===== src/hw/rtl/bit_plane_row_deserializer_unit_macros.svh =====
// assertion macros used by the top level of the bit-plane row deserializer rtl
`ifndef BIT_PLANE_ROW_DESERIALIZER_UNIT_MACROS_SVH
`define BIT_PLANE_ROW_DESERIALIZER_UNIT_MACROS_SVH

// checked only out of reset
`define BPR_ASSERT(label, prop, msg) \
  label: assert property (@(posedge clk) disable iff (!rst_n) prop) else $error(msg);

// checked on every edge, reset included
`define BPR_ASSERT_RST(label, prop, msg) \
  label: assert property (@(posedge clk) prop) else $error(msg);

`endif


===== src/hw/rtl/bpr_pkg.sv =====
// constants, types and helper functions for the bit-plane row deserializer
`default_nettype none

package bpr_pkg;

  localparam int ROW_PIXELS  = 256;
  localparam int BIT_PLANES  = 14;

  localparam int PLANE_BYTES = ROW_PIXELS / 8;
  localparam int GRP_W       = (PLANE_BYTES > 1) ? $clog2(PLANE_BYTES) : 1;
  localparam int PLANE_W     = $clog2(BIT_PLANES);
  localparam int ACC_W       = BIT_PLANES - 1;

  localparam int BYTE_W      = 8;
  localparam int PIX_W       = 14;
  localparam int GIDX_W      = 5;
  localparam int PIX_EXT_W   = (BIT_PLANES > PIX_W) ? BIT_PLANES : PIX_W;
  localparam int GRP_EXT_W   = (GRP_W > GIDX_W) ? GRP_W : GIDX_W;

  // partial counts of one group of eight pixels, index 0 is the lowest column
  typedef logic [7:0][ACC_W-1:0] acc_t;
  typedef logic [7:0][PIX_W-1:0] pix_row_t;

  // full count cut or widened to the output width
  function automatic logic [PIX_W-1:0] pix_fit(input logic [BIT_PLANES-1:0] v);
    logic [PIX_EXT_W-1:0] t;
    t = PIX_EXT_W'(v);
    return t[PIX_W-1:0];
  endfunction

  // group number taken modulo 32
  function automatic logic [GIDX_W-1:0] grp_fit(input logic [GRP_W-1:0] g);
    logic [GRP_EXT_W-1:0] t;
    t = GRP_EXT_W'(g);
    return t[GIDX_W-1:0];
  endfunction

endpackage

`default_nettype wire


===== src/hw/rtl/bpr_cell.sv =====
// one cell of the rotating chain: partial counts of one pixel group
`default_nettype none

module bpr_cell (
  input  wire logic         clk,
  input  wire logic         shift_en,
  input  wire bpr_pkg::acc_t d_in,
  output      bpr_pkg::acc_t q
);

  bpr_pkg::acc_t acc_r;
  bpr_pkg::acc_t acc_nxt;

  always_comb begin
    acc_nxt = acc_r;
    if (shift_en) begin
      acc_nxt = d_in;
    end
  end

  always_ff @(posedge clk) begin
    acc_r <= acc_nxt;
  end

  assign q = acc_r;

endmodule

`default_nettype wire


===== src/hw/rtl/bpr_merge.sv =====
// folds one plane byte into the partial counts leaving the head of the chain
`default_nettype none

module bpr_merge (
  input  wire logic [bpr_pkg::BYTE_W-1:0] byte_in,
  input  wire logic                       first_plane,
  input  wire bpr_pkg::acc_t              head_acc,
  output      bpr_pkg::acc_t              acc_out,
  output      bpr_pkg::pix_row_t          pix_out
);

  always_comb begin
    for (int i = 0; i < 8; i++) begin
      // msb of the byte belongs to the lowest column of the group
      if (first_plane) begin
        acc_out[i] = bpr_pkg::ACC_W'(byte_in[7-i]);
      end else begin
        acc_out[i] = (head_acc[i] << 1) | bpr_pkg::ACC_W'(byte_in[7-i]);
      end
      pix_out[i] = bpr_pkg::pix_fit({head_acc[i], byte_in[7-i]});
    end
  end

endmodule

`default_nettype wire


===== src/hw/rtl/bit_plane_row_deserializer_unit.sv =====
// top level of the bit-plane row deserializer
//
//  channel | ports                               | direction | transaction
//  --------+-------------------------------------+-----------+-------------------------
//  in      | in_valid in_ready in_stream_byte    | sink      | one byte of the row
//  out     | out_valid out_ready out_group_index | source    | eight pixel counts of
//          | out_pixel_* out_row_done            |           | one group
//
// one byte is taken per cycle while in_ready is high; a group result leaves in the cycle after its last-plane byte.
// the partial counts rotate through a chain of ROW_PIXELS/8 cells, one step per byte.
// reset clears the plane and group counters and the output valid; cell contents need none.
// a stalled result holds in the output register and input is taken only when it can move.
`default_nettype none
`include "bit_plane_row_deserializer_unit_macros.svh"

module bit_plane_row_deserializer_unit (
  input  wire logic                        clk,
  input  wire logic                        rst_n,
  input  wire logic                        in_valid,
  output      logic                        in_ready,
  input  wire logic [bpr_pkg::BYTE_W-1:0]  in_stream_byte,
  output      logic                        out_valid,
  input  wire logic                        out_ready,
  output      logic [bpr_pkg::GIDX_W-1:0]  out_group_index,
  output      logic [bpr_pkg::PIX_W-1:0]   out_pixel_zero,
  output      logic [bpr_pkg::PIX_W-1:0]   out_pixel_one,
  output      logic [bpr_pkg::PIX_W-1:0]   out_pixel_two,
  output      logic [bpr_pkg::PIX_W-1:0]   out_pixel_three,
  output      logic [bpr_pkg::PIX_W-1:0]   out_pixel_four,
  output      logic [bpr_pkg::PIX_W-1:0]   out_pixel_five,
  output      logic [bpr_pkg::PIX_W-1:0]   out_pixel_six,
  output      logic [bpr_pkg::PIX_W-1:0]   out_pixel_seven,
  output      logic                        out_row_done
);

  localparam int NCELL = bpr_pkg::PLANE_BYTES;

  logic [bpr_pkg::PLANE_W-1:0] plane_r, plane_nxt;
  logic [bpr_pkg::GRP_W-1:0]   grp_r, grp_nxt;
  logic                        out_valid_r, out_valid_nxt;
  logic [bpr_pkg::GIDX_W-1:0]  gidx_r, gidx_nxt;
  bpr_pkg::pix_row_t           pix_r, pix_nxt;
  logic                        done_r, done_nxt;

  logic in_fire;
  logic first_plane;
  logic last_plane;
  logic last_grp;

  bpr_pkg::acc_t       cell_q [NCELL];
  bpr_pkg::acc_t       merge_acc;
  bpr_pkg::pix_row_t   merge_pix;

  assign in_ready    = !out_valid_r || out_ready;
  assign in_fire     = in_valid && in_ready;
  assign first_plane = (plane_r == '0);
  assign last_plane  = (plane_r == bpr_pkg::PLANE_W'(bpr_pkg::BIT_PLANES - 1));
  assign last_grp    = (grp_r == bpr_pkg::GRP_W'(NCELL - 1));

  bpr_merge u_merge (
    .byte_in     (in_stream_byte),
    .first_plane (first_plane),
    .head_acc    (cell_q[0]),
    .acc_out     (merge_acc),
    .pix_out     (merge_pix)
  );

  // ring of cells: the head feeds the merge, the merged counts re-enter at the tail
  for (genvar c = 0; c < NCELL; c++) begin : g_cell
    bpr_pkg::acc_t d_w;
    if (c == NCELL - 1) begin : g_tail
      assign d_w = merge_acc;
    end else begin : g_mid
      assign d_w = cell_q[c+1];
    end
    bpr_cell u_cell (
      .clk      (clk),
      .shift_en (in_fire),
      .d_in     (d_w),
      .q        (cell_q[c])
    );
  end

  always_comb begin
    plane_nxt = plane_r;
    grp_nxt   = grp_r;
    if (in_fire) begin
      if (last_grp) begin
        grp_nxt   = '0;
        plane_nxt = last_plane ? '0 : plane_r + 1'b1;
      end else begin
        grp_nxt = grp_r + 1'b1;
      end
    end
  end

  always_comb begin
    out_valid_nxt = out_valid_r;
    gidx_nxt      = gidx_r;
    pix_nxt       = pix_r;
    done_nxt      = done_r;
    if (out_ready) begin
      out_valid_nxt = 1'b0;
    end
    if (in_fire && last_plane) begin
      out_valid_nxt = 1'b1;
      gidx_nxt      = bpr_pkg::grp_fit(grp_r);
      pix_nxt       = merge_pix;
      done_nxt      = last_grp;
    end
  end

  always_ff @(posedge clk) begin
    if (!rst_n) begin
      plane_r     <= '0;
      grp_r       <= '0;
      out_valid_r <= 1'b0;
    end else begin
      plane_r     <= plane_nxt;
      grp_r       <= grp_nxt;
      out_valid_r <= out_valid_nxt;
    end
  end

  always_ff @(posedge clk) begin
    gidx_r <= gidx_nxt;
    pix_r  <= pix_nxt;
    done_r <= done_nxt;
  end

  assign out_valid       = out_valid_r;
  assign out_group_index = gidx_r;
  assign out_pixel_zero  = pix_r[0];
  assign out_pixel_one   = pix_r[1];
  assign out_pixel_two   = pix_r[2];
  assign out_pixel_three = pix_r[3];
  assign out_pixel_four  = pix_r[4];
  assign out_pixel_five  = pix_r[5];
  assign out_pixel_six   = pix_r[6];
  assign out_pixel_seven = pix_r[7];
  assign out_row_done    = done_r;

  `BPR_ASSERT(a_rise_from_last_plane, $rose(out_valid_r) |-> $past(in_fire && last_plane), "result raised without a last-plane byte")
  `BPR_ASSERT(a_plane_in_range, plane_r <= bpr_pkg::PLANE_W'(bpr_pkg::BIT_PLANES - 1), "plane counter out of range")
  `BPR_ASSERT(a_row_wrap, (in_fire && last_plane && last_grp) |=> (plane_r == '0 && grp_r == '0 && out_row_done), "row did not wrap after its final group")
  `BPR_ASSERT(a_no_fire_while_stalled, (out_valid_r && !out_ready) |-> !in_fire, "byte taken while a result is stalled")
  `BPR_ASSERT_RST(a_reset_clears, !rst_n |=> (!out_valid_r && plane_r == '0 && grp_r == '0), "reset did not clear control state")

endmodule

`default_nettype wire


===== config.mk =====
export PLATFORM = sky130hd
export DESIGN_NAME = bit_plane_row_deserializer_unit
export DESIGN_NICKNAME = d
export VERILOG_FILES = /design/src/hw/rtl/bpr_pkg.sv /design/src/hw/rtl/bpr_cell.sv /design/src/hw/rtl/bpr_merge.sv /design/src/hw/rtl/bit_plane_row_deserializer_unit.sv
export VERILOG_INCLUDE_DIRS = /design/src /design/src/hw/rtl
export SDC_FILE = /design/constraint.sdc
export NUM_CORES = 2
export LEC_CHECK = 0
export BUFFER_PORTS_ARGS = -buffer_cell sky130_fd_sc_hd__buf_2
export CAP_MARGIN = 15
export CORE_AREA = 2 2 461 463
export DETAILED_ROUTE_END_ITERATION = 7
export DIE_AREA = 0 0 463 465
export HOLD_SLACK_MARGIN = 0.03
export PLACE_DENSITY = 0.75
export SLEW_MARGIN = 20
export SYNTH_ARGS = -nofsm -noshare
export SYNTH_HDL_FRONTEND = slang
export SYNTH_SLANG_ARGS = --single-unit

===== constraint.sdc =====
create_clock -name clk -period 200.9 [get_ports clk]
set_clock_uncertainty 0.15 [all_clocks]
set_input_delay 20.09 -clock clk [delete_from_list [all_inputs] [get_ports clk]]
set_output_delay 20.09 -clock clk [all_outputs]
set_load 0.03 [all_outputs]

; ---- After elaboration in Yosys (flattened, before gate mapping)
; Index checks and enable logic that the tools add are counted.
[op_classes]
addsub = 2
n_bitwise = 8
eq_ne = 2
reduce_logical = 7
mux = 12
[op_table]
columns = operator, count
row1 = $or 13x1->13, 8
row2 = $mux 1, 10
row3 = $add 5x1->5 const B, 1
row4 = $eq 5x5->1 const B, 1
row5 = $mux 5, 1
row6 = $add 4x1->4 const B, 1
row7 = $eq 4x4->1 const B, 1
row8 = $logic_not 4->1, 1
row9 = $mux 4, 1
row10 = $logic_and 1x1->1, 2
row11 = $reduce_and 2->1, 1
row12 = $reduce_bool 2->1, 1
row13 = $logic_not 1->1, 1
row14 = $logic_or 1x1->1, 1
[word_totals]
reg_bits = 3456
wordCells = 308
output_inout_bits = 120
in_bits = 12

; ---- Longest topological paths before layout
[logic_depth]
depth_word = 5
depth_mapped = 6
ltp_nobuf = 6

; ---- Cells and area by module
; A second synthesis with hierarchy kept.
[hier_totals]
cells_unflattened = 3737
hier_area_um2 = 105607.5
[modules_own_cells]
columns = module, n_inst, cells_per_inst, seq_area_each_um2, area_per_inst_um2
row1 = bpr_cell, 32, 104, 3123.0, 3123.0
row2 = bit_plane_row_deserializer_unit, 1, 183, 3743.6, 4092.7
row3 = bpr_merge, 1, 226, 0.0, 1579.0

; ---- Worst setup path before layout
; No wires, ideal clock.
[synth_timing]
path_kind = input-to-reg
start = in out_ready
end = reg plane_r[3] (netlist name)
setup_time_ps = 3016
path_stages = 6
path_buffers = 1
t_arrival_ps = 86622
t_required_ps = 197734
path_slack_ps = 111112
path_cell_list = nor2b_1 buf_2 inv_2 nand2_1 inv_1 a221oi_1
[synth_between]
elab_chain_len = 3
[synth_rtl]
columns = item, line
row1 = "start, declared", bit_plane_row_deserializer_unit.sv:23  ; input wire logic out_ready,
row2 = $logic_or 1x1->1, bit_plane_row_deserializer_unit.sv:54  ; assign in_ready = !out_valid_r || out_ready;
row3 = net in_ready, bit_plane_row_deserializer_unit.sv:20  ; output logic in_ready,
row4 = $logic_and 1x1->1, bit_plane_row_deserializer_unit.sv:55  ; assign in_fire = in_valid && in_ready;
row5 = net g_cell[0].u_cell.shift_en, bpr_cell.sv:6  ; input wire logic shift_en,
row6 = $reduce_and 2->1 (no line), --
row7 = "end signal, assigned", bit_plane_row_deserializer_unit.sv:119  ; plane_r <= plane_nxt;
row8 = "end, declared", bit_plane_row_deserializer_unit.sv:38  ; logic [bpr_pkg::PLANE_W-1:0] plane_r, plane_nxt;
; The timed path passes the listed nets, and every way through them passes these cells.
; A chain may end at the register's enable or synchronous reset.

; ---- Worst setup path in the final report
[layout_timing]
start = in out_ready
end = out in_ready
[layout_between]
elab_chain_len = 1
[layout_rtl]
columns = item, line
row1 = $logic_or 1x1->1, bit_plane_row_deserializer_unit.sv:54
row2 = "end, declared", bit_plane_row_deserializer_unit.sv:20
; No other way between the ends.

==> out/metrics.cfg <==
[sta]
hold_viol = 0
finalCriticalPeriod_ns = 41.29
rsz0062_at_grt = no
fmax_mhz = 24.2
slew_headroom_pct = 28.5
layout_setup_ws_ns = 159.61
finalSetupViolCount = 0
tightest_slew_ns = 1.07
setup_tns_ns = 0
finalCritPeriodShare_pct = 20.6
drv_slew = 0

[drt]
vias = 34300
vias_per_cell = 4.76
wire_per_inst_um = 17.9
drc = 0
postRouteAntennaNets = 0
drtIter0Drc = 3380
dr.pass1.iters = 5
wl_um = 129000

[synthesis]
ys_seq_area_share_pct = 99.0
synth-main-ff-cell = edfxtp_1
synth.ff_latch_count = 3456
syn-cell-area_mm2 = 0.105
synth_fp_nets = 3630
avgSynthCellArea_um2 = 29.0
synth_edf_count = 3446
ys_types = 33
syn_inst = 3616
synthArstFlopShare_pct = 0
yosysWarnings = 0

[grt]
grt_start_max_net_pins = 228
antenna_found_initial = 3
overflow = 0
grt_use_total_pct = 11.8
grt_pass1_vias = 34100
grt_pass1_wl_um = 198000

[worst_setup_path]
crit_family = buffers and inverters
crit_chain = buf_2, nor2b_1, inv_2, buf_2
cp-start-kind = input port
critPathArrivalTime_ns = 21.05
crit_type = in2out
critPathSlowestCell = nor2b_1
crit_path_frequent_cell = buf_2
endpoint_kind = output pin
cpPeakStageDelay_ns = 0.48
worstPathMaxFanout = 9
cp.required_ns = 180.66
cp_num_buf_inv = 3

[floorplanning]
ioPinCount = 132
core_mm2 = 0.211
fp.dieH_um = 465
rows = 169
die_w_um = 463
start_util_pct = 49.7
die_area_mm2 = 0.215

[job]
drv_cap = 0

[cts]
clk_pin_slew_ns = 0.06
insertion_delay_ns = 0.92
cts_tree = yes
cts_sinks = 3456
post-cts-setup-buffers = 0
ctsHtreeMaxLevel = 5
cts_hold_buffers = 0
numCtsBuffers = 345
cts_resized = 0
cts_buffer_depth = 4
root_buffer = clkbuf_16

[placed_design]
place_congestion = 0.704
place_inst = 6591
port_buffers = 131
pre_cts_ws_ns = 159.65
detailed_place_hpwl_um = 54100

[hold_path]
holdCritPathClass = reg2reg

[finish]
finalNonFillerCells = 7198
drive_gt1_share_pct = 14.9
antenna_cells = 0
final_nets = 4135
area_delta_synth_final_pct = 14.6

[power]
peakVddDrop_mv = 0.00889
p_int_w = 0.00119
total_power_w = 0.00147
swShare_pct = 19.0
p_leak_nw = 40.1
p_per_area_mw_per_mm2 = 12.3
p_comb_share_pct = 0.9
power_frac_clock_pct = 41.5
p_seq_share_pct = 57.6
switchingPower_w = 0.000280

[run_status]
status = completed

[final timing paths]
path | start | end | slack (ns) | cells after the start
max | out_ready | in_ready | 159.61 | 4
min | g_cell[3].u_cell.q[74] | g_cell[2].u_cell.q[74] | 0.20 | 0
min reg2reg | g_cell[3].u_cell.q[74] | g_cell[2].u_cell.q[74] | 0.20 | 0
max reg2reg | out_valid | g_cell[19].u_cell.q[92] | 192.22 | 12
[sequential cells by signal, indices dropped and copies added, names as in the netlist]
| signal | flops |
|---|---|
| out_group_index | 5 |
| out_valid | 1 |
| out_pixel_seven | 14 |
| out_pixel_three | 14 |
| out_row_done | 1 |
| grp_r | 5 |
| out_pixel_two | 14 |
| out_pixel_one | 14 |
| plane_r | 4 |
| out_pixel_five | 14 |
| out_pixel_six | 14 |
| out_pixel_four | 14 |
| g_cell.u_cell.q | 3328 |
| out_pixel_zero | 14 |
[metal layers]
layer  vias up  global-route usage [%]  wire [µm]
met4         0                    4.69       3710
met2       621                    16.2      56000
li1      15700                       -          -
met1     17600                    18.3      62700
met3       302                    3.05       6280
met5         -                       0          0
[power groups by stage]
stage | logic (W) | clock network (W) | registers (W)
2_1_floorplan | 0.00000952 | 0 | 0.000952
3_3_place_gp | 0.0000128 | 0 | 0.000862
3_5_place_dp | 0.0000136 | 0 | 0.000863
4_1_cts | 0.0000134 | 0.000630 | 0.000850
5_1_grt | 0.0000151 | 0.000657 | 0.000852
6_report | 0.0000134 | 0.000611 | 0.000848
[cells by family after synthesis]
group | count (synthesis) | share of synthesized area (%)
adder cells (fa/ha/maj) | 2 | 0.0239
AND/OR/NAND/NOR | 124 | 0.737
multiplexers | 2 | 0.0191
AO/OA/AOI/OAI | 15 | 0.0980
buffers and inverters | 17 | 0.0861
flip-flops | 3456 | 99.0
[through the flow]
stage,hold WS (ns),util [%],cell area (µm²)
final,0.197,56.9,120000
after global routing,0.209,56.9,120000
after CTS,0.195,56.9,120000
after detailed placement,0.255,51.8,109000
after global placement,0.250,51.8,109000
after floorplan,0.250,-,105000
[synth_stat cells (2+ instances only)]
cell type / instances / area, µm²
inv_1: 3 / 11.3
o32ai_1: 2 / 17.5
ha_1: 2 / 25.0
nand3_1: 5 / 25.0
nor2b_1: 97 / 607
buf_4: 5 / 37.5
a21oi_1: 3 / 15.0
buf_2: 6 / 30.0
nor3_1: 2 / 10.0
inv_2: 2 / 7.51
o21ai_0: 3 / 15.0
and3_1: 2 / 12.5
nor2_1: 2 / 7.51
nand2b_1: 2 / 12.5
edfxtp_1: 3446 / 103000
nand2_1: 6 / 22.5
nand3b_1: 2 / 15.0
dfxtp_1: 10 / 200
mux2i_1: 2 / 20.0
[cell type report]
type                       instances  area (µm²)
sequential                      3456      104000
clock inverter                   191        1760
clock buffer                     412        8970
timing repair buffer             170        1120
tap                             2821        3530
multi-input combinational        143         926
fill                           14500       90800
inverter                           5        26.3
[placed cells by master, fill, tap and decap left out, types with 5 or more instances in the layout]
cell	instances
nor2b_1	97
bufinv_16	28
buf_12	8
dfxtp_1	10
clkinv_2	66
nand2_1	6
clkbuf_1	63
clkinv_1	66
inv_6	6
clkbuf_16	349
buf_2	131
edfxtp_1	3446
nand3_1	5
clkinv_4	8
clkinvlp_4	10
buf_4	25
(Power assumes the default switching activity.)
